File: config.mk
export PLATFORM = sky130hd
export DESIGN_NAME = rgmm_front_flat
export DESIGN_NICKNAME = d
export VERILOG_FILES = /design/src/assert_macros.svh /design/src/rgmm_pkg.sv /design/src/rgmm_if.sv /design/src/rgmm_front.sv /design/src/flat_wrapper.sv
export SDC_FILE = /design/constraint.sdc
export NUM_CORES = 2
export LEC_CHECK = 0
export ABC_AREA = 1
export BUFFER_PORTS_ARGS = -buffer_cell sky130_fd_sc_hd__buf_2
export CORE_MARGIN = 2
export CORE_UTILIZATION = 60
export CTS_CLUSTER_DIAMETER = 60
export DETAILED_ROUTE_END_ITERATION = 8
export PLACE_DENSITY = 0.85
export SLEW_MARGIN = 20
export SYNTH_ARGS = -nofsm -noshare
export SYNTH_HDL_FRONTEND = slang
export SYNTH_SLANG_ARGS = --single-unit
File: constraint.sdc
create_clock -name clk -period 9 [get_ports clk]
set_input_delay 0.9 -clock clk [delete_from_list [all_inputs] [get_ports clk]]
set_output_delay 0.9 -clock clk [all_outputs]
set_load 0.01 [all_outputs]
File: src/assert_macros.svh
`ifndef ASSERT_MACROS_SVH
`define ASSERT_MACROS_SVH

// property must hold at every edge out of reset
`define CHK_HOLDS(label, clk, rst, prop, msg) \
  label: assert property (@(posedge clk) disable iff (rst) (prop)) else $error(msg);

// condition must never be seen out of reset
`define CHK_NEVER(label, clk, rst, cond, msg) \
  label: assert property (@(posedge clk) disable iff (rst) !(cond)) else $error(msg);

`endif

File: src/rgmm_pkg.sv
package rgmm_pkg;

  localparam int COST_W      = 8;
  localparam int VAL_W       = 7;
  localparam int LIDX_W      = 8;
  localparam int RIDX_W      = 9;
  localparam int IDX_W       = 12;
  localparam int COORD_W     = 14;
  localparam int TRIG_W      = 16;
  localparam int REL_W       = 9;
  localparam int PROD_W      = REL_W + TRIG_W;
  localparam int SUM_W       = PROD_W + 1;
  localparam int Q14_FRAC    = 14;
  localparam int Q14_BIAS    = (1 << Q14_FRAC) - 1;
  localparam int OFFS_W      = 10;
  localparam int CFG_DATA_W  = 16;
  localparam int CFG_INDEX_W = 3;
  localparam int QUEUE_DEPTH = 4;
  localparam int QUEUE_PTR_W = $clog2(QUEUE_DEPTH);

  localparam logic [CFG_INDEX_W-1:0] REG_COS        = 3'd0;
  localparam logic [CFG_INDEX_W-1:0] REG_SIN        = 3'd1;
  localparam logic [CFG_INDEX_W-1:0] REG_CENTER_COL = 3'd2;
  localparam logic [CFG_INDEX_W-1:0] REG_CENTER_ROW = 3'd3;
  localparam logic [CFG_INDEX_W-1:0] REG_OFFSET_COL = 3'd4;
  localparam logic [CFG_INDEX_W-1:0] REG_OFFSET_ROW = 3'd5;

  localparam logic [1:0] CMD_SKIP  = 2'd0;
  localparam logic [1:0] CMD_READ  = 2'd1;
  localparam logic [1:0] CMD_MERGE = 2'd2;

  typedef struct packed {
    logic [1:0]       op;
    logic [IDX_W-1:0] row;
    logic [IDX_W-1:0] col;
    logic [VAL_W-1:0] cost;
  } cmd_t;

endpackage

File: src/rgmm_if.sv
interface rgmm_req_if import rgmm_pkg::*; ();
  logic                     valid;
  logic                     ready;
  logic                     req_type;
  logic [LIDX_W-1:0]        local_row;
  logic [LIDX_W-1:0]        local_col;
  logic signed [COST_W-1:0] cost;
  logic [RIDX_W-1:0]        read_row;
  logic [RIDX_W-1:0]        read_col;

  modport source (output valid, req_type, local_row, local_col, cost, read_row, read_col,
                  input ready);
  modport sink (input valid, req_type, local_row, local_col, cost, read_row, read_col,
                output ready);
endinterface


File: src/rgmm_front.sv
module rgmm_front import rgmm_pkg::*; #(
  parameter int GLOBAL_DIM = 512
) (
  input  logic                   clk,
  input  logic                   rst,
  rgmm_req_if.sink               req,
  input  logic                   cfg_we,
  input  logic [CFG_INDEX_W-1:0] cfg_index,
  input  logic [CFG_DATA_W-1:0]  cfg_wdata,
  input  logic                   clearing,
  input  logic                   q_full,
  output logic                   q_push,
  output cmd_t                   q_cmd
);

  localparam logic [COORD_W-2:0] GRID_LIM = (COORD_W-1)'(GLOBAL_DIM);

  logic signed [TRIG_W-1:0] cos_q14;
  logic signed [TRIG_W-1:0] sin_q14;
  logic [LIDX_W-1:0]        center_col;
  logic [LIDX_W-1:0]        center_row;
  logic [OFFS_W-1:0]        offset_col;
  logic [OFFS_W-1:0]        offset_row;

  // stage a: classify and multiply
  logic                     a_valid;
  logic                     a_read;
  logic                     a_skip;
  logic [RIDX_W-1:0]        a_rr;
  logic [RIDX_W-1:0]        a_rc;
  logic [VAL_W-1:0]         a_cost;
  logic signed [PROD_W-1:0] p_xc, p_ys, p_xs, p_yc;

  // stage b: finished command
  logic b_valid;
  cmd_t b_cmd;
  cmd_t b_cmd_next;

  logic a_en;
  logic b_en;
  logic signed [REL_W-1:0] relx;
  logic signed [REL_W-1:0] rely;
  logic [SUM_W-1:0]   tx_raw, ty_raw, tx_adj, ty_adj;
  logic [COORD_W-1:0] tx_q, ty_q, col, row;
  logic               col_ok, row_ok, rd_ok;

  assign q_push    = b_valid && !q_full;
  assign b_en      = !b_valid || !q_full;
  assign a_en      = !a_valid || b_en;
  assign req.ready = a_en && !clearing;
  assign q_cmd     = b_cmd;

  assign relx = $signed({1'b0, center_col}) - $signed({1'b0, req.local_col});
  assign rely = $signed({1'b0, center_row}) - $signed({1'b0, req.local_row});

  always_ff @(posedge clk) begin
    if (rst) begin
      cos_q14    <= TRIG_W'(1 << Q14_FRAC);
      sin_q14    <= '0;
      center_col <= '0;
      center_row <= '0;
      offset_col <= '0;
      offset_row <= '0;
    end else if (cfg_we) begin
      case (cfg_index)
        REG_COS:        cos_q14    <= cfg_wdata;
        REG_SIN:        sin_q14    <= cfg_wdata;
        REG_CENTER_COL: center_col <= cfg_wdata[LIDX_W-1:0];
        REG_CENTER_ROW: center_row <= cfg_wdata[LIDX_W-1:0];
        REG_OFFSET_COL: offset_col <= cfg_wdata[OFFS_W-1:0];
        REG_OFFSET_ROW: offset_row <= cfg_wdata[OFFS_W-1:0];
        default: ;
      endcase
    end
  end

  always_ff @(posedge clk) begin
    if (rst) begin
      a_valid <= 1'b0;
    end else if (a_en) begin
      a_valid <= req.valid && req.ready;
    end
  end

  always_ff @(posedge clk) begin
    if (a_en) begin
      a_read <= req.req_type;
      a_skip <= req.cost[COST_W-1] || (req.cost[COST_W-2:0] == '0);
      a_rr   <= req.read_row;
      a_rc   <= req.read_col;
      a_cost <= req.cost[VAL_W-1:0];
      p_xc   <= PROD_W'(relx) * PROD_W'(cos_q14);
      p_ys   <= PROD_W'(rely) * PROD_W'(sin_q14);
      p_xs   <= PROD_W'(relx) * PROD_W'(sin_q14);
      p_yc   <= PROD_W'(rely) * PROD_W'(cos_q14);
    end
  end

  always_comb begin
    tx_raw = {p_xc[PROD_W-1], p_xc} - {p_ys[PROD_W-1], p_ys};
    ty_raw = {p_xs[PROD_W-1], p_xs} + {p_yc[PROD_W-1], p_yc};
    // truncate toward zero: bias negative sums before the shift
    tx_adj = tx_raw + (tx_raw[SUM_W-1] ? SUM_W'(Q14_BIAS) : '0);
    ty_adj = ty_raw + (ty_raw[SUM_W-1] ? SUM_W'(Q14_BIAS) : '0);
    tx_q = {{(COORD_W-(SUM_W-Q14_FRAC)){tx_adj[SUM_W-1]}}, tx_adj[SUM_W-1:Q14_FRAC]};
    ty_q = {{(COORD_W-(SUM_W-Q14_FRAC)){ty_adj[SUM_W-1]}}, ty_adj[SUM_W-1:Q14_FRAC]};
    col = {{(COORD_W-LIDX_W){1'b0}}, center_col} + tx_q
          - {{(COORD_W-OFFS_W){offset_col[OFFS_W-1]}}, offset_col};
    row = {{(COORD_W-LIDX_W){1'b0}}, center_row} + ty_q
          - {{(COORD_W-OFFS_W){offset_row[OFFS_W-1]}}, offset_row};
    col_ok = !col[COORD_W-1] && (col[COORD_W-2:0] < GRID_LIM);
    row_ok = !row[COORD_W-1] && (row[COORD_W-2:0] < GRID_LIM);
    rd_ok  = ((COORD_W-1)'(a_rr) < GRID_LIM) && ((COORD_W-1)'(a_rc) < GRID_LIM);

    b_cmd_next.op   = CMD_SKIP;
    b_cmd_next.row  = row[IDX_W-1:0];
    b_cmd_next.col  = col[IDX_W-1:0];
    b_cmd_next.cost = a_cost;
    if (a_read) begin
      b_cmd_next.row = IDX_W'(a_rr);
      b_cmd_next.col = IDX_W'(a_rc);
      if (rd_ok) begin
        b_cmd_next.op = CMD_READ;
      end
    end else if (!a_skip && col_ok && row_ok) begin
      b_cmd_next.op = CMD_MERGE;
    end
  end

  always_ff @(posedge clk) begin
    if (rst) begin
      b_valid <= 1'b0;
    end else if (b_en) begin
      b_valid <= a_valid;
    end
  end

  always_ff @(posedge clk) begin
    if (b_en) begin
      b_cmd <= b_cmd_next;
    end
  end

endmodule

File: src/flat_wrapper.sv
// flat-port wrapper written by rule: the top's interface ports become plain ports
module rgmm_front_flat import rgmm_pkg::*;
#(
  parameter int GLOBAL_DIM = 512
)
  (clk, rst, cfg_we, cfg_index, cfg_wdata, clearing, q_full, q_push, q_cmd, req_valid, req_req_type, req_local_row, req_local_col, req_cost, req_read_row, req_read_col, req_ready);
  rgmm_req_if req_i ();
  input  logic clk;
  input  logic rst;
  input  logic cfg_we;
  input  logic [CFG_INDEX_W-1:0] cfg_index;
  input  logic [CFG_DATA_W-1:0] cfg_wdata;
  input  logic clearing;
  input  logic q_full;
  output logic q_push;
  output cmd_t q_cmd;
  input wire logic [$bits(req_i.valid)-1:0] req_valid;
  input wire logic [$bits(req_i.req_type)-1:0] req_req_type;
  input wire logic [$bits(req_i.local_row)-1:0] req_local_row;
  input wire logic [$bits(req_i.local_col)-1:0] req_local_col;
  input wire logic [$bits(req_i.cost)-1:0] req_cost;
  input wire logic [$bits(req_i.read_row)-1:0] req_read_row;
  input wire logic [$bits(req_i.read_col)-1:0] req_read_col;
  output wire logic [$bits(req_i.ready)-1:0] req_ready;
  assign req_i.valid = req_valid;
  assign req_i.req_type = req_req_type;
  assign req_i.local_row = req_local_row;
  assign req_i.local_col = req_local_col;
  assign req_i.cost = req_cost;
  assign req_i.read_row = req_read_row;
  assign req_i.read_col = req_read_col;
  assign req_ready = req_i.ready;
  rgmm_front #(.GLOBAL_DIM(GLOBAL_DIM)) u_core (.clk(clk), .rst(rst), .req(req_i), .cfg_we(cfg_we), .cfg_index(cfg_index), .cfg_wdata(cfg_wdata), .clearing(clearing), .q_full(q_full), .q_push(q_push), .q_cmd(q_cmd));
endmodule
; Yosys cells after proc, flatten, opt, wreduce, memory -nomap -nowiden
; Index checks and enable logic that the tools add are counted.
[totals]
register_bits = 230
inputBits = 68
[classes]
n_addsub = 10
multipliers = 4
magnitude_cmp = 2
n_eq_ne = 5
mux = 4
reduce_logical = 25
[op_table]
columns = operator, count
row1 = 9-bit by 16-bit multiplier with 25-bit output, 4
row2 = 26-bit by 14-bit adder with 26-bit output, 2
row3 = 14-bit 2-to-1 mux, 2
row4 = 25-bit by 25-bit adder with 26-bit output, 1
row5 = 9-bit by 12-bit adder with 13-bit output, 2
row6 = 13-bit by 10-bit < comparator with 1-bit output (second input constant), 2
row7 = 25-bit by 25-bit subtractor with 26-bit output, 1
row8 = 21-bit 2-to-1 mux, 1
row9 = 8-bit by 8-bit subtractor with 9-bit output, 2
row10 = 13-bit by 10-bit subtractor with 14-bit output, 1
row11 = 14-bit subtractor, 1
row12 = 2-bit AND reduction, 6
row13 = 1-bit logical AND, 7
row14 = 1-bit zero test, 7
row15 = 7-bit zero test, 1
row16 = 3-bit by 2-bit equality test with 1-bit output (second input constant), 2
row17 = 3-bit equality test (second input constant), 2
row18 = 3-bit by 1-bit equality test with 1-bit output (second input constant), 1
row19 = 3-bit zero test, 1
row20 = 1-bit logical OR, 3
row21 = 2-bit 2-to-1 mux, 1

; Longest topological paths before layout
[logic_depth]
ltp_word = 10
mapped_depth = 49

; Worst setup path after synthesis
; Ideal clock, no wire load.
[synth_path]
kind = input port to flip-flop
startpoint = input req_local_col[0]
endpoint = register u_core.p_xs[24], data pin
setup_time_ps = 262
arrival_ps = 7055
required_ps = 8738
path_slack_ps = 1683
cell_stages = 31
n_path_buf = 1
cell_sequence = ha_1 inv_1 fa_1 inv_1 o31ai_1 nand2_1 nand2_1 a21oi_1 or2_2 nand2_1 clkinv_1 clkbuf_1 nand2_1 fa_1 fa_1 inv_1 fa_1 fa_1 fa_1 ha_1 nand2_1 nor2_1 nor2_1 o21a_1 o21bai_1 a21oi_1 o21ai_0 a21boi_0 o21ai_0 a21oi_1 xor2_1
[synth_between]
elab_chain_cells = 2
[synth_rtl]
columns = element, line_no
row1 = "start, declared", flat_wrapper.sv:20  ; input wire logic [$bits(req_i.local_col)-1:0] req_local_col;
row2 = 8-bit by 8-bit subtractor with 9-bit output, rgmm_front.sv:53  ; assign relx = $signed({1'b0, center_col}) - $signed({1'b0, req.local_col});
row3 = 9-bit by 16-bit multiplier with 25-bit output, rgmm_front.sv:94  ; p_xs <= PROD_W'(relx) * PROD_W'(sin_q14);
row4 = "end signal, assigned", rgmm_front.sv:94
row5 = "end, declared", rgmm_front.sv:32  ; logic signed [PROD_W-1:0] p_xc, p_ys, p_xs, p_yc;
; Every way passes these cells.
; A chain may end at the register's enable or synchronous reset.

; Final worst setup path
[layout_path]
startpoint = input req_local_row[2]
endpoint = register u_core.p_ys[22], data pin
[layout_between]
elab_chain_cells = 2
[layout_rtl]
columns = element, line_no
row1 = "start, declared", flat_wrapper.sv:19  ; input wire logic [$bits(req_i.local_row)-1:0] req_local_row;
row2 = 8-bit by 8-bit subtractor with 9-bit output, rgmm_front.sv:54  ; assign rely = $signed({1'b0, center_row}) - $signed({1'b0, req.local_row});
row3 = 9-bit by 16-bit multiplier with 25-bit output, rgmm_front.sv:93  ; p_ys <= PROD_W'(rely) * PROD_W'(sin_q14);
row4 = "end signal, assigned", rgmm_front.sv:93
row5 = "end, declared", rgmm_front.sv:32
; Every way passes these cells.

==> impl_metrics.ini <==
[outcome]
status = finished, final reports clean

[clocking]
cts_sinks = 230
h-tree-depth = 2
clock-root-buffer = clkbuf_16
cts_setup_buffers = 0
clk_pin_slew_ns = 0.06
clk_path_buf_depth = 3
cts_tree = built
hold_buffers = 0
cts_resized = 0
numCtsBuffers = 36
insertion_delay_ns = 0.58

[synthesis]
synthArstFlopShare = 0
synth-seq-cells = 230
yosys_warnings = 0
syn-cell-area_sq_mm = 0.0335
syn_inst = 4030
syn-mean-instance-area_sq_um = 8.32
synth_edf_count = 160
synthFlopType = edfxtp_1
yosysUniqueCellTypes = 55
seq_area_frac_synth = 0.185
syn-num-nets = 4920

[drt]
finalWirelength_um = 88400
wl_per_cell_um = 18.2
via_count = 28144
drt-pass1-iter-count = 6
drc_errors = 0
ant_nets = 0
viasPerCell = 5.78
initialDrtViolationCount = 2679

[critical_path]
critPathCaptureType = flip-flop
arrival_ns = 8.22
worstSetupPathType = input port to flip-flop
worst-path-buf-inv = 6
slowest_stage = fa_1
cp_max_fo = 16
startpoint_type = input port
cp_common_cell = nand2_1
critPathMaxStageDelay_ns = 0.50
crit_required_ns = 9.34
crit_family = adder cells

[cells_and_area]
layout-drive-gt1-share = 0.0629
final_core_util = 0.653
areaGrowthSynthToFinish_pct = 7.53
n_fill_cell = 4283
final_nets = 4983

[die]
ios = 103
die_w_um = 240
core-area_sq_mm = 0.0552
rows = 86
start_util = 0.607
die_h_um = 240
die-area_sq_mm = 0.0578

[global_route]
grt_overflow = 0
grtUsageTotal = 0.316
grt_pass1_wl_um = 142000
antenna_found_initial = 2
grt_max_degree = 70
first_global_vias = 27982

[timing]
maxSlewViolCount = 0
setup_viol = 0
period_share = 0.876
timing.fmax_mhz = 127
rsz0062_at_grt = no
finClkSkew_ns = 0.0297
layout_min_cycle_time_ns = 7.88
tns_ns = 0
hold_viol_final = 0
slew_headroom = 0.260
tightest_slew_ns = 1.11
fin_hold_ws_ns = 0.421

[hold_path]
hold_class = flip-flop to flip-flop

[job]
cap_violations = 0

[place]
place.port_buffers = 102
place_congestion = 0.963
hpwl_um = 68600
[kinds of logic (layout without fill, tap and decap cells)]
family	Yosys count	after routing	synth area share
compound gates	492	492	0.0798
xor+xnor	163	163	0.0430
fa+ha+maj	822	822	0.417
buf+inv	897	987	0.101
flops	230	230	0.185
other cells	0	2	0
simple gates	1426	1426	0.175
[routing by layer]
metal / track usage / up-vias / routed length (um)
met5: 0.0156 / - / 136
met4: 0.193 / 6 / 6390
met3: 0.0776 / 479 / 10300
met2: 0.496 / 1607 / 39000
met1: 0.393 / 13373 / 32600
li1: - / 12679 / -
[worst register-to-register path, delay by kind of cell (launching register included)]
| family | cells | cell delay (ns) |
|---|---|---|
| and+or+nand+nor | 10 | 1.19 |
| DFF | 1 | 0.45 |
| xor gates and xnor gates | 1 | 0.15 |
| buffers and inverters | 4 | 0.95 |
| AOI/OAI and AO/OA | 9 | 1.83 |
| adders and majority gates | 7 | 3.08 |
[final timing paths]
path / startpoint / endpoint / slack (ns) / depth (start not counted)
setup reg to reg: u_core.center_row[2] / u_core.p_ys[22] / 1.14 / 31
hold reg to reg: u_core.a_cost[1] / u_core.q_cmd[1] / 0.42 / 0
setup / recovery: req_local_row[2] / u_core.p_ys[22] / 1.12 / 33
hold / removal: u_core.a_cost[1] / u_core.q_cmd[1] / 0.42 / 0
[synthesized netlist by cell type (all sizes together) (5+ instances only)]
cell type / instances / area, sq um
buf: 6 / 30.0
o21bai: 16 / 124
xor2: 98 / 873
fa: 490 / 9810
a21boi: 5 / 37.5
o211ai: 8 / 60.1
clkinv: 22 / 82.6
nor2: 399 / 1530
a31oi: 10 / 62.6
o21ai: 168 / 848
dfxtp: 70 / 1400
a21o: 14 / 105
clkbuf: 97 / 365
or2: 13 / 81.3
o31ai: 8 / 60.1
nand3b: 8 / 60.1
nor3: 32 / 186
and2: 6 / 37.5
inv: 772 / 2900
nor4: 5 / 43.8
ha: 332 / 4150
a21oi: 248 / 1250
nand3: 107 / 571
nand2: 830 / 3180
nand4: 21 / 131
edfxtp: 160 / 4800
xnor2: 65 / 569
[cells in the final DEF (no fill, tap or decap), types with 27 or more instances in the layout]
master     synthesis  routed
nand2_1          808     808
inv_1            762     762
fa_1             490     490
nor2_1           391     391
ha_1             332     332
a21oi_1          245     245
o21ai_0          160     160
edfxtp_1         160     160
buf_2              0     102
nand3_1          100      99
xor2_1            96      96
dfxtp_1           70      70
xnor2_1           65      65
clkbuf_16          0      38
nor3_1            28      28
clkinv_1          22      27
[sequential cells by signal, summed over array words and instances (netlist names), 7 cells and up]
signal / flops
u_core.center_row: 8
u_core.a_rc: 9
u_core.p_xs: 25
u_core.p_ys: 25
u_core.center_col: 8
u_core.p_yc: 25
u_core.offset_col: 10
u_core.a_rr: 9
u_core.a_cost: 7
u_core.cos_q14: 16
u_core.sin_q14: 16
u_core.q_cmd: 33
u_core.offset_row: 10
u_core.p_xc: 25
[metrics by stage]
step	area [sq um]	cells	setup slack, ns
2_1_floorplan	33500	4030	1.68
3_3_place_gp	34800	4803	1.07
3_5_place_dp	34800	4803	0.852
4_1_cts	36000	4868	1.30
5_1_grt	36000	4868	0.632
6_report	36000	4870	1.12
[layout make-up]
cell class                 instances  area (sq um)  area share
timing repair buffer             128           706      0.0196
clock buffer                      41           962      0.0267
multi-input combinational       2903         23900       0.664
antenna                            2          5.00    0.000139
inverter                         794          2980      0.0827
tap                              748           936      0.0260
sequential                       230          6210       0.172
clock inverter                    24           299     0.00830
Power is left out: the tool's default activity adds up to more than one toggle a clock period on the data nets, which glitch-free logic cannot reach.
