==> config.mk <==
export PLATFORM = sky130hd
export DESIGN_NAME = rgmm_fifo
export DESIGN_NICKNAME = d
export VERILOG_FILES = /design/src/rgmm_pkg.sv /design/src/rgmm_fifo.sv
export VERILOG_INCLUDE_DIRS = /design/src /design/src/src
export SDC_FILE = /design/constraint.sdc
export NUM_CORES = 1
export LEC_CHECK = 0
export BUFFER_PORTS_ARGS = -buffer_cell sky130_fd_sc_hd__buf_2
export CAP_MARGIN = 20
export CORE_UTILIZATION = 61
export DETAILED_ROUTE_END_ITERATION = 10
export PLACE_DENSITY = 0.88
export REMOVE_ABC_BUFFERS = 1
export SLEW_MARGIN = 10
export SYNTH_ARGS = -nofsm -noshare
export SYNTH_HDL_FRONTEND = slang
export SYNTH_SLANG_ARGS = --single-unit
==> constraint.sdc <==
create_clock -name clk -period 5.1 [get_ports clk]
set_input_delay 0.51 -clock clk [delete_from_list [all_inputs] [get_ports clk]]
set_output_delay 0.51 -clock clk [all_outputs]
set_load 0.1 [all_outputs]
==> src/assert_macros.svh <==
`ifndef ASSERT_MACROS_SVH
`define ASSERT_MACROS_SVH

// property must hold at every edge out of reset
`define CHK_HOLDS(label, clk, rst, prop, msg) \
  label: assert property (@(posedge clk) disable iff (rst) (prop)) else $error(msg);

// condition must never be seen out of reset
`define CHK_NEVER(label, clk, rst, cond, msg) \
  label: assert property (@(posedge clk) disable iff (rst) !(cond)) else $error(msg);

`endif

==> src/rgmm_pkg.sv <==
package rgmm_pkg;

  localparam int COST_W      = 8;
  localparam int VAL_W       = 7;
  localparam int LIDX_W      = 8;
  localparam int RIDX_W      = 9;
  localparam int IDX_W       = 12;
  localparam int COORD_W     = 14;
  localparam int TRIG_W      = 16;
  localparam int REL_W       = 9;
  localparam int PROD_W      = REL_W + TRIG_W;
  localparam int SUM_W       = PROD_W + 1;
  localparam int Q14_FRAC    = 14;
  localparam int Q14_BIAS    = (1 << Q14_FRAC) - 1;
  localparam int OFFS_W      = 10;
  localparam int CFG_DATA_W  = 16;
  localparam int CFG_INDEX_W = 3;
  localparam int QUEUE_DEPTH = 4;
  localparam int QUEUE_PTR_W = $clog2(QUEUE_DEPTH);

  localparam logic [CFG_INDEX_W-1:0] REG_COS        = 3'd0;
  localparam logic [CFG_INDEX_W-1:0] REG_SIN        = 3'd1;
  localparam logic [CFG_INDEX_W-1:0] REG_CENTER_COL = 3'd2;
  localparam logic [CFG_INDEX_W-1:0] REG_CENTER_ROW = 3'd3;
  localparam logic [CFG_INDEX_W-1:0] REG_OFFSET_COL = 3'd4;
  localparam logic [CFG_INDEX_W-1:0] REG_OFFSET_ROW = 3'd5;

  localparam logic [1:0] CMD_SKIP  = 2'd0;
  localparam logic [1:0] CMD_READ  = 2'd1;
  localparam logic [1:0] CMD_MERGE = 2'd2;

  typedef struct packed {
    logic [1:0]       op;
    logic [IDX_W-1:0] row;
    logic [IDX_W-1:0] col;
    logic [VAL_W-1:0] cost;
  } cmd_t;

endpackage

==> src/rgmm_fifo.sv <==
`include "assert_macros.svh"

module rgmm_fifo import rgmm_pkg::*; (
  input  logic clk,
  input  logic rst,
  input  logic push,
  input  cmd_t push_cmd,
  output logic full,
  input  logic pop,
  output cmd_t pop_cmd,
  output logic empty
);

  cmd_t                   mem [QUEUE_DEPTH];
  logic [QUEUE_PTR_W-1:0] wr_ptr;
  logic [QUEUE_PTR_W-1:0] rd_ptr;
  logic [QUEUE_PTR_W:0]   count;

  assign full    = (count == (QUEUE_PTR_W+1)'(QUEUE_DEPTH));
  assign empty   = (count == '0);
  assign pop_cmd = mem[rd_ptr];

  always_ff @(posedge clk) begin
    if (push) begin
      mem[wr_ptr] <= push_cmd;
    end
  end

  always_ff @(posedge clk) begin
    if (rst) begin
      wr_ptr <= '0;
      rd_ptr <= '0;
      count  <= '0;
    end else begin
      if (push) begin
        wr_ptr <= wr_ptr + 1'b1;
      end
      if (pop) begin
        rd_ptr <= rd_ptr + 1'b1;
      end
      case ({push, pop})
        2'b10:   count <= count + 1'b1;
        2'b01:   count <= count - 1'b1;
        default: count <= count;
      endcase
    end
  end

  `CHK_NEVER(a_push_full, clk, rst, push && full && !pop, "item pushed into full queue")
  `CHK_NEVER(a_pop_empty, clk, rst, pop && empty, "item popped from empty queue")

endmodule

# After elaboration in Yosys (flattened, before gate mapping)
# Memories as Yosys holds them, arrays and structs flattened. A register that Yosys moved wholly into a read port is not among the register bits.
# Cells that the tools add are included.
# op_classes
reduce_logical,2
eq_ne,3
mux,5
n_addsub,4
# op_table
cell,count
3-bit case mux with 2 select lines,1
2-bit by 1-bit adder with 2-bit output (second input constant),2
2-bit two-way mux,2
3-bit by 1-bit adder with 3-bit output (second input constant),1
3-bit == test (second input constant),1
3-bit zero test,1
3-bit by 1-bit subtractor with 3-bit output (second input constant),1
2-bit by 1-bit == test with 1-bit output (second input constant),1
2-bit == test (second input constant),1
1-bit two-way mux,2
2-bit nonzero test,1
# totals
mem_count,1
inputBits,37
output_inout_bits,35
regBits,7
ram_bits,132
word_cells,18
# memory_table
memory,depth,width,rd,rd_ports_with_merged_regs,wr,line_no,rtl
mem,4,33,1,1,1,rgmm_fifo.sv:14,cmd_t mem [QUEUE_DEPTH];

# Logic depth before layout (Yosys ltp)
# Gate-level depths: netlist of the first run.
# depth
ltp_word,3
ltp_mapped,7
depth_no_buf,7

# Worst setup path before layout of the first run
# Ideal clock, no wire load.
# synth_path
path_kind,reg-to-output
from,register count[0]
to,output empty
arrival_time_ns,2.379
n_path_buf,0
required_time_ns,4.590
path_slack_ns,2.211
path_stages_with_launch,2
cell_sequence,dfxtp_1 nor3_1
# synth_between
elab_chain_cells,1
# synth_rtl
item,line_no,rtl
from (decl),rgmm_fifo.sv:17,logic [QUEUE_PTR_W:0] count;
from (signal assigned),rgmm_fifo.sv:42,2'b10: count <= count + 1'b1;
from (signal assigned),rgmm_fifo.sv:43,2'b01: count <= count - 1'b1;
from (signal assigned),rgmm_fifo.sv:44,default: count <= count;
3-bit zero test,rgmm_fifo.sv:20,assign empty = (count == '0);
to (decl),rgmm_fifo.sv:11,output logic empty
# Every way passes these cells.

==> results_dict.tcl, run 1 <==
set metrics [dict create \
    status "finished clean" \
    fp.dieH_um 94.7 \
    area_delta_synth_final_pct 18.6 \
    detail_route.vias_per_cell 5.80 \
    worstPathRequired_ps 4590 \
    critical-path-slowest-cell "dfxtp_2" \
    tightest_slew_margin_relative_to_the_limit_pct 37.9 \
    power_density_mw_per_mm2 490 \
    synth_async_sr_flop_share_pct 0 \
    cp_cell_sequence "buf_4 -> mux4_2 -> buf_2" \
    cts_buffers 17 \
    timing.final.crit_share_pct 59.5 \
    number_of_clock_sinks 141 \
    worst-path-buf-inv 2 \
    synth.yosys.warnings 0 \
    synthesized_area_divided_by_synthesized_cell_count_um2 23.8 \
    crit_fanout 20 \
    critPathLaunchType "flip-flop" \
    timing.hold.worst.class "in -> reg" \
    layout.cell_area.non_filler_mm2 0.00622 \
    floorplan.rows 33 \
    power.total_uw 3050 \
    worst_hold_check_slack_ps 211 \
    starting_density_of_the_core_pct 63.5 \
    drtIter0Drc 133 \
    n_antenna_cell 0 \
    drt.antenna.violating_nets 0 \
    design.die.area_mm2 0.00897 \
    fmaxAchievable_ghz 0.329 \
    fin_setup_tns_ps 0 \
    grt_setup_unrepaired "false" \
    sequential_to_total_area_share_from_yosys_stat_pct 79.0 \
    io_pins 72 \
    maximum_buffer_depth_of_the_clock_tree 2 \
    grt.overflow.total 0 \
    layout-drive-gt1-share_pct 43.8 \
    placement.io_buffers 71 \
    num_vias 2434 \
    grtUsageTotal_pct 22.1 \
    clkTransAtPathRegs_ps 60 \
    die_width_um 94.7 \
    drcViolationCount 0 \
    clock_latency_ps 510 \
    netlist_area_mm2 0.00524 \
    postPlaceCellArea_mm2 0.00565 \
    postLayoutSetupSlackWorst_ps 2060 \
    postCtsSetupBuffers 0 \
    detailedRoute.firstPassIterationCount 4 \
    hold_viol 0 \
    clock_tree.root_cell "clkbuf_8" \
    worst_path_dominant_cell_family "buffers and inverters" \
    wirelength_mm 9.03 \
    synthCells 220 \
    grt_pass1_vias 2535 \
    final_number_of_setup_violating_endpoints 0 \
    htreeDepth 4 \
    leading_cell_types_in_the_layout_fill_and_taps_excluded "edfxtp_1, buf_2, mux4_2" \
    tritoncts "built" \
    cpPeakStageDelay_ps 630 \
    synth-edff-count 132 \
    flops_latches_synth 141 \
    timing.clock.skew_ps 4.94 \
    max-cap-violations 0 \
    dp_slack_ps 2580 \
    gp_routability_congestion 0.659 \
    min_period_ps 3040 \
    post_cts_resized 0 \
    worst_setup_path_end_kind "primary output" \
    ys_flop_type "edfxtp_1" \
    holdBufCountCts 0 \
    final-max-slew-violation-count 0 \
    ir_worst_vdd_mv 0.319 \
    critPathArrivalTime_ps 2530 \
    largest_net_degree_at_the_start_of_global_routing 34 \
    core-area_mm2 0.00826 \
    hpwl_after_dpl_mm 4.89 \
    initial_antenna_violation_count 0 \
    synth.distinct_cells 22 \
    finish.net_count 345 \
    path_class "reg -> out" \
    grt_first_pass_wirelength_mm 13.4 \
    routed_wl_per_cell_um 21.5 \
    worstMarginPinSlew_ps 931 \
    leakage_component_of_the_power_uw 0.00215 \
    mostFrequentLayoutCell "edfxtp_1" \
]
[flip-flops by register name, indices dropped and copies added (netlist names), named ones only]
signal  cells
count       3
wr_ptr      2
mem       132
rd_ptr      2
[final cells by class]
type	count	area, um2
clock buffers	19	422
repair buffers	72	363
multi-input cells	64	987
inverters	6	22.5
clock inverters	13	144
flip-flops and latches	141	4150
fillers	452	2040
well taps	105	131
[worst register-to-register path: cells and delay by family, from the launching register on]
family / cells / cell delay (ps)
flip-flops: 1 / 350
buffers and inverters: 1 / 100
AND/OR/NAND/NOR: 1 / 760
adder cells (fa/ha/maj): 1 / 140
[where the power goes]
part / total (uW) / switching, uW / internal (uW) / leakage [uW]
combinational: 526 / 416 / 110 / 0.000602
clock: 1160 / 462 / 697 / 0.000264
sequential: 1360 / 32.5 / 1330 / 0.00129
total: 3050 / 911 / 2140 / 0.00215
[layer usage]
metal  vias to the layer above  global-route usage, %  routed length [um]
li1                       1070                      -                   -
met1                      1270                   27.4                3720
met2                        85                   35.7                4690
met3                         9                   7.17                 493
met4                         0                   9.85                 125
met5                         -                      0                   0
[cells in the mapped netlist, types with 2 or more instances]
library cell	number	share of area [%]
inv_1	6	0.43
a21oi_1	2	0.19
xor2_1	3	0.50
xnor2_1	2	0.33
clkbuf_1	2	0.14
and2_1	4	0.48
mux4_2	30	13
ha_1	5	1.2
dfxtp_1	9	3.4
buf_2	3	0.29
nor2_1	8	0.57
buf_12	3	1.1
mux4_1	3	1.5
edfxtp_1	132	76
[stage by stage]
stage                     utilization, %  cells
after floorplan                        -    211
after global placement              68.4    388
after detailed placement            68.4    388
after CTS                           75.3    420
after global routing                75.3    420
final                               75.3    420
[final timing paths]
| kind | endpoint | slack (ps) | from | depth (start not counted) |
|---|---|---|---|---|
| min | mem[0][1] | 210 | push_cmd[1] | 1 |
| max reg2reg | mem[0][14] | 3370 | wr_ptr[0] | 3 |
| min reg2reg | count[2] | 510 | count[2] | 2 |
| max | pop_cmd[32] | 2060 | flip-flop | 3 |
[logic make-up (layout without fill, tap and decap cells)]
family	Yosys count	after routing	share of synthesized area, %
XOR/XNOR	5	5	0.835
AO/OA/AOI/OAI	3	3	0.286
buffers and inverters	15	110	2.22
AND/OR/NAND/NOR	16	16	1.46
flip-flops	141	141	79.0
multiplexers	34	34	14.6
adder cells (fa/ha/maj)	6	6	1.58
(Power assumes the default switching activity.)
==> run 2: changes to the inputs <==
--- a/config.mk
+++ b/config.mk
@@ -8,9 +8,9 @@
 export LEC_CHECK = 0
 export BUFFER_PORTS_ARGS = -buffer_cell sky130_fd_sc_hd__buf_2
 export CAP_MARGIN = 20
-export CORE_UTILIZATION = 61
+export CORE_UTILIZATION = 51
 export DETAILED_ROUTE_END_ITERATION = 10
-export PLACE_DENSITY = 0.88
+export PLACE_DENSITY = 0.79
 export REMOVE_ABC_BUFFERS = 1
 export SLEW_MARGIN = 10
 export SYNTH_ARGS = -nofsm -noshare
==> constraint.sdc (replaced) <==
create_clock -name clk -period 2.7 [get_ports clk]
set_input_delay 0.27 -clock clk [delete_from_list [all_inputs] [get_ports clk]]
set_output_delay 0.27 -clock clk [all_outputs]
set_load 0.1 [all_outputs]
==> results_dict.tcl, run 2 (synthesis results as in run 1) <==
set metrics [dict create \
    timing.hold.worst_path_depth 3 \
    post_cts_resized 0 \
    final_number_of_setup_violating_endpoints 0 \
    met1_length_mm 3.94 \
    ff2ff_path_depth 4 \
    timing.rr.end "mem[2][6]" \
    clkTransAtPathRegs_ps 60 \
    clock_tree.root_cell "clkbuf_8" \
    multi_input_area_um2 987 \
    power.total_uw 5890 \
    design.die.area_mm2 0.0107 \
    critPathArrivalTime_ps 2240 \
    num-fill-cells 635 \
    routed_wl_per_cell_um 19.1 \
    layout.area.seq_mm2 0.00415 \
    maximum_buffer_depth_of_the_clock_tree 2 \
    critical-path-slowest-cell "dfxtp_2" \
    timing.final.crit_share_pct 93.1 \
    max-cap-violations 0 \
    met3WireLength_um 446 \
    ir_worst_vdd_mv 0.409 \
    dp_slack_ps 701 \
    cpPeakStageDelay_ps 570 \
    route.met2.wl_mm 4.87 \
    power_density_mw_per_mm2 877 \
    min_period_ps 2510 \
    worst-path-buf-inv 2 \
    worst_setup_path_end_kind "primary output" \
    grtUsageTotal_pct 19.0 \
    largest_net_degree_at_the_start_of_global_routing 20 \
    worstMarginPinSlew_ps 542 \
    gp_routability_congestion 0.637 \
    largest_register_ff_count 132 \
    critPathLaunchType "flip-flop" \
    finish.net_count 388 \
    worst_hold_check_slack_ps 74.7 \
    postPlaceCellArea_mm2 0.00579 \
    worstPathRequired_ps 2430 \
    number_of_clock_sinks 141 \
    placement.io_buffers 71 \
    grt_pass1_vias 2695 \
    postCtsSetupBuffers 0 \
    die_width_um 103 \
    detail_route.vias_per_cell 5.19 \
    leakage_component_of_the_power_uw 0.00235 \
    holdCritStartpoint "pop" \
    n_antenna_cell 0 \
    grt_setup_unrepaired "false" \
    area_delta_synth_final_pct 28.2 \
    num_vias 2548 \
    layout.cell_area.non_filler_mm2 0.00672 \
    tightest_slew_margin_relative_to_the_limit_pct 63.9 \
    r2r_setup_slack_ps 1020 \
    fp.dieH_um 103 \
    hold_viol 0 \
    tritoncts "built" \
    crit_fanout 10 \
    postLayoutSetupSlackWorst_ps 186 \
    grt.overflow.total 0 \
    io_pins 72 \
    htreeDepth 4 \
    leading_cell_types_in_the_layout_fill_and_taps_excluded "edfxtp_1, buf_2, dlygate4sd3_1" \
    wirelength_mm 9.36 \
    layout-drive-gt1-share_pct 41.3 \
    cts_buffers 17 \
    worst_path_dominant_cell_family "buffers and inverters" \
    initial_antenna_violation_count 0 \
    timing.clock.skew_ps 8.46 \
    clock_latency_ps 520 \
    largest_registers "mem (132), count (3)" \
    drtIter0Drc 113 \
    hpwl_after_dpl_mm 5.59 \
    final-max-slew-violation-count 0 \
    detailedRoute.firstPassIterationCount 5 \
    fmaxAchievable_ghz 0.398 \
    most_flops_register "mem" \
    grt_first_pass_wirelength_mm 14.0 \
    path_class "reg -> out" \
    core-area_mm2 0.00986 \
    holdBufCountCts 34 \
    floorplan.rows 36 \
    starting_density_of_the_core_pct 53.1 \
    cp_cell_sequence "buf_4 -> mux4_2 -> buf_2" \
    rr_startpoint "wr_ptr[0]" \
    timing.hold.worst.class "in -> reg" \
    drt.antenna.violating_nets 0 \
    status "finished clean" \
    drcViolationCount 0 \
    mostFrequentLayoutCell "edfxtp_1" \
    routed.top_layer "met4" \
]
run 2: routing by layer:
layer,GRT usage (%),vias to the layer above
met5,0,-
met4,6.07,0
met3,6.59,12
met2,31.9,77
met1,23.1,1303
li1,-,1156
run 2: cell type report:
| cell class | instances | share of cell area [%] |
|---|---|---|
| repair buffers | 115 | 12.0 |
| inverters | 6 | 0.335 |
| well taps | 133 | 2.48 |
| clock inverters | 14 | 2.53 |
| flip-flops and latches | 141 | 61.7 |
| multi-input cells | 64 | 14.7 |
| clock buffers | 18 | 6.22 |
run 2: tightest hold or removal path, cell delays in order:
cell,delay [ps]
buf_2,120
xnor2_1,90
nor2_1,80
run 2: per-stage QoR:
| step | setup TNS (ps) | util, % | cells |
|---|---|---|---|
| floorplan | -567 | - | 211 |
| global placement | 0 | 58.7 | 425 |
| detailed placement | 0 | 58.7 | 425 |
| CTS | 0 | 68.1 | 491 |
| global route | 0 | 68.1 | 491 |
| finish | 0 | 68.1 | 491 |
run 2: how the worst max path moves through the flow:
stage | endpoint | slack [ps] | cells past startpoint
final | pop_cmd[18] | 190 | 3
after global routing | pop_cmd[18] | 80 | 3
after CTS | pop_cmd[18] | 120 | 3
after detailed placement | pop_cmd[18] | 700 | 3
after global placement | pop_cmd[10] | 710 | 3
after floorplan | pop_cmd[24] | -190 | 1
run 2: power by group:
part / internal [uW] / leakage [uW] / switching, uW
Combinational: 259 / 0.000800 / 809
Sequential: 2510 / 0.00129 / 48.0
Clock: 1400 / 0.000265 / 867
Total: 4170 / 0.00235 / 1720
==> run 3: changes to the inputs <==
--- a/config.mk
+++ b/config.mk
@@ -12,6 +12,7 @@
 export DETAILED_ROUTE_END_ITERATION = 10
 export PLACE_DENSITY = 0.79
 export REMOVE_ABC_BUFFERS = 1
+export SETUP_SLACK_MARGIN = 0.5
 export SLEW_MARGIN = 10
 export SYNTH_ARGS = -nofsm -noshare
 export SYNTH_HDL_FRONTEND = slang
==> results_dict.tcl, run 3 (synthesis results as in run 1) <==
set metrics [dict create \
    max-cap-violations 0 \
    grt.overflow.total 0 \
    htreeDepth 4 \
    drtIter0Drc 131 \
    grtUsageTotal_pct 19.0 \
    detailedRoute.firstPassIterationCount 4 \
    worst-path-buf-inv 1 \
    worstPathRequired_ps 2430 \
    starting_density_of_the_core_pct 53.1 \
    tightest_slew_margin_relative_to_the_limit_pct 64.6 \
    r2r_setup_slack_ps 1030 \
    largest_net_degree_at_the_start_of_global_routing 20 \
    floorplan.rows 36 \
    worstMarginPinSlew_ps 531 \
    design.die.area_mm2 0.0107 \
    detail_route.vias_per_cell 5.31 \
    placement.io_buffers 71 \
    finish.net_count 390 \
    fp.dieH_um 103 \
    power_density_mw_per_mm2 866 \
    layout-drive-gt1-share_pct 41.7 \
    number_of_clock_sinks 141 \
    tritoncts "built" \
    hpwl_after_dpl_mm 5.59 \
    clock_latency_ps 520 \
    critPathLaunchType "flip-flop" \
    area_delta_synth_final_pct 32.7 \
    min_period_ps 2190 \
    cpPeakStageDelay_ps 630 \
    die_width_um 103 \
    drt.antenna.violating_nets 0 \
    fmaxAchievable_ghz 0.456 \
    routed_wl_per_cell_um 20.0 \
    leading_cell_types_in_the_layout_fill_and_taps_excluded "edfxtp_1, buf_2, dlygate4sd3_1" \
    timing.hold.worst_path_depth 3 \
    holdCritStartpoint "pop" \
    n_antenna_cell 0 \
    worst_setup_path_end_kind "primary output" \
    wirelength_mm 9.87 \
    timing.final.crit_share_pct 81.2 \
    num_vias 2618 \
    grt_pass1_vias 2715 \
    cts_buffers 17 \
    worst_hold_check_slack_ps 78.0 \
    worst_path_dominant_cell_family "multiplexers" \
    ff2ff_path_depth 4 \
    most_flops_register "mem" \
    power.total_uw 6020 \
    timing.rr.end "mem[2][21]" \
    final_number_of_setup_violating_endpoints 0 \
    final-max-slew-violation-count 0 \
    io_pins 72 \
    initial_antenna_violation_count 0 \
    rr_startpoint "wr_ptr[0]" \
    hold_viol 0 \
    grt_first_pass_wirelength_mm 14.0 \
    largest_registers "mem (132), count (3)" \
    path_class "reg -> out" \
    crit_fanout 6 \
    maximum_buffer_depth_of_the_clock_tree 2 \
    clock_tree.root_cell "clkbuf_8" \
    timing.hold.worst.class "in -> reg" \
    cp_cell_sequence "mux4_1 -> buf_2" \
    core-area_mm2 0.00986 \
    timing.clock.skew_ps 10.0 \
    drcViolationCount 0 \
    fin_setup_tns_ps 0 \
    grt_setup_unrepaired "true" \
    leakage_component_of_the_power_uw 0.00244 \
    status "finished clean" \
    ir_worst_vdd_mv 0.414 \
    clkTransAtPathRegs_ps 60 \
    critical-path-slowest-cell "mux4_1" \
    critPathArrivalTime_ps 1920 \
    largest_register_ff_count 132 \
    mostFrequentLayoutCell "edfxtp_1" \
    gp_routability_congestion 0.637 \
]
run 3: timing repair:
item / 4_1_cts / 5_1_grt
hold buffers: 34 / 0
gates resized for setup: 41 / 23
cloned: 0 / 1
endpoints found under the hold margin: 134 / 0
setup endpoints to repair: 33 / 28
setup buffers: 1 / 0
run 3: cell type report:
class | instances | area (um2)
Inverter | 6 | 22.5
Multi-Input combinational cell | 64 | 987
Fill cell | 597 | 2910
Sequential cell | 141 | 4150
Timing Repair Buffer | 117 | 1040
Clock buffer | 18 | 418
Tap cell | 133 | 166
Clock inverter | 14 | 170
run 3: metrics by stage:
step / worst slack, ps / instances / util, % / instance area, um2
global placement: 713 / 425 / 58.7 / 5790
global route: 448 / 493 / 70.5 / 6960
CTS: 466 / 492 / 69.5 / 6850
floorplan: -189 / 211 / - / 5150
finish: 508 / 493 / 70.5 / 6960
detailed placement: 701 / 425 / 58.7 / 5790
run 3: worst max-delay path by stage:
stage / from / to / slack (ps) / depth (start not counted)
final: flip-flop / pop_cmd[25] / 510 / 2
after global routing: flip-flop / pop_cmd[26] / 450 / 3
after CTS: flip-flop / pop_cmd[18] / 470 / 3
after detailed placement: flip-flop / pop_cmd[18] / 700 / 3
after global placement: flip-flop / pop_cmd[10] / 710 / 3
after floorplan: flip-flop / pop_cmd[24] / -190 / 1
run 3: layer usage:
layer | global-route usage [%] | wire (um) | vias to the layer above
li1 | - | - | 1159
met1 | 23.5 | 4090 | 1330
met2 | 31.4 | 5050 | 117
met3 | 6.99 | 635 | 12
met4 | 6.28 | 98 | 0
met5 | 0 | 0 | -
run 3: worst register-to-register path, cell delays in order (launching register included):
cell     delay (ps)
dfxtp_1         340
inv_1            90
ha_1            130
and2_2          490
buf_4           320
run 3: power by group:
part	internal (uW)	leakage [uW]	switching, uW
logic	358	0.000884	837
registers	2510	0.00129	47.3
clock network	1400	0.000265	871
total	4270	0.00244	1750
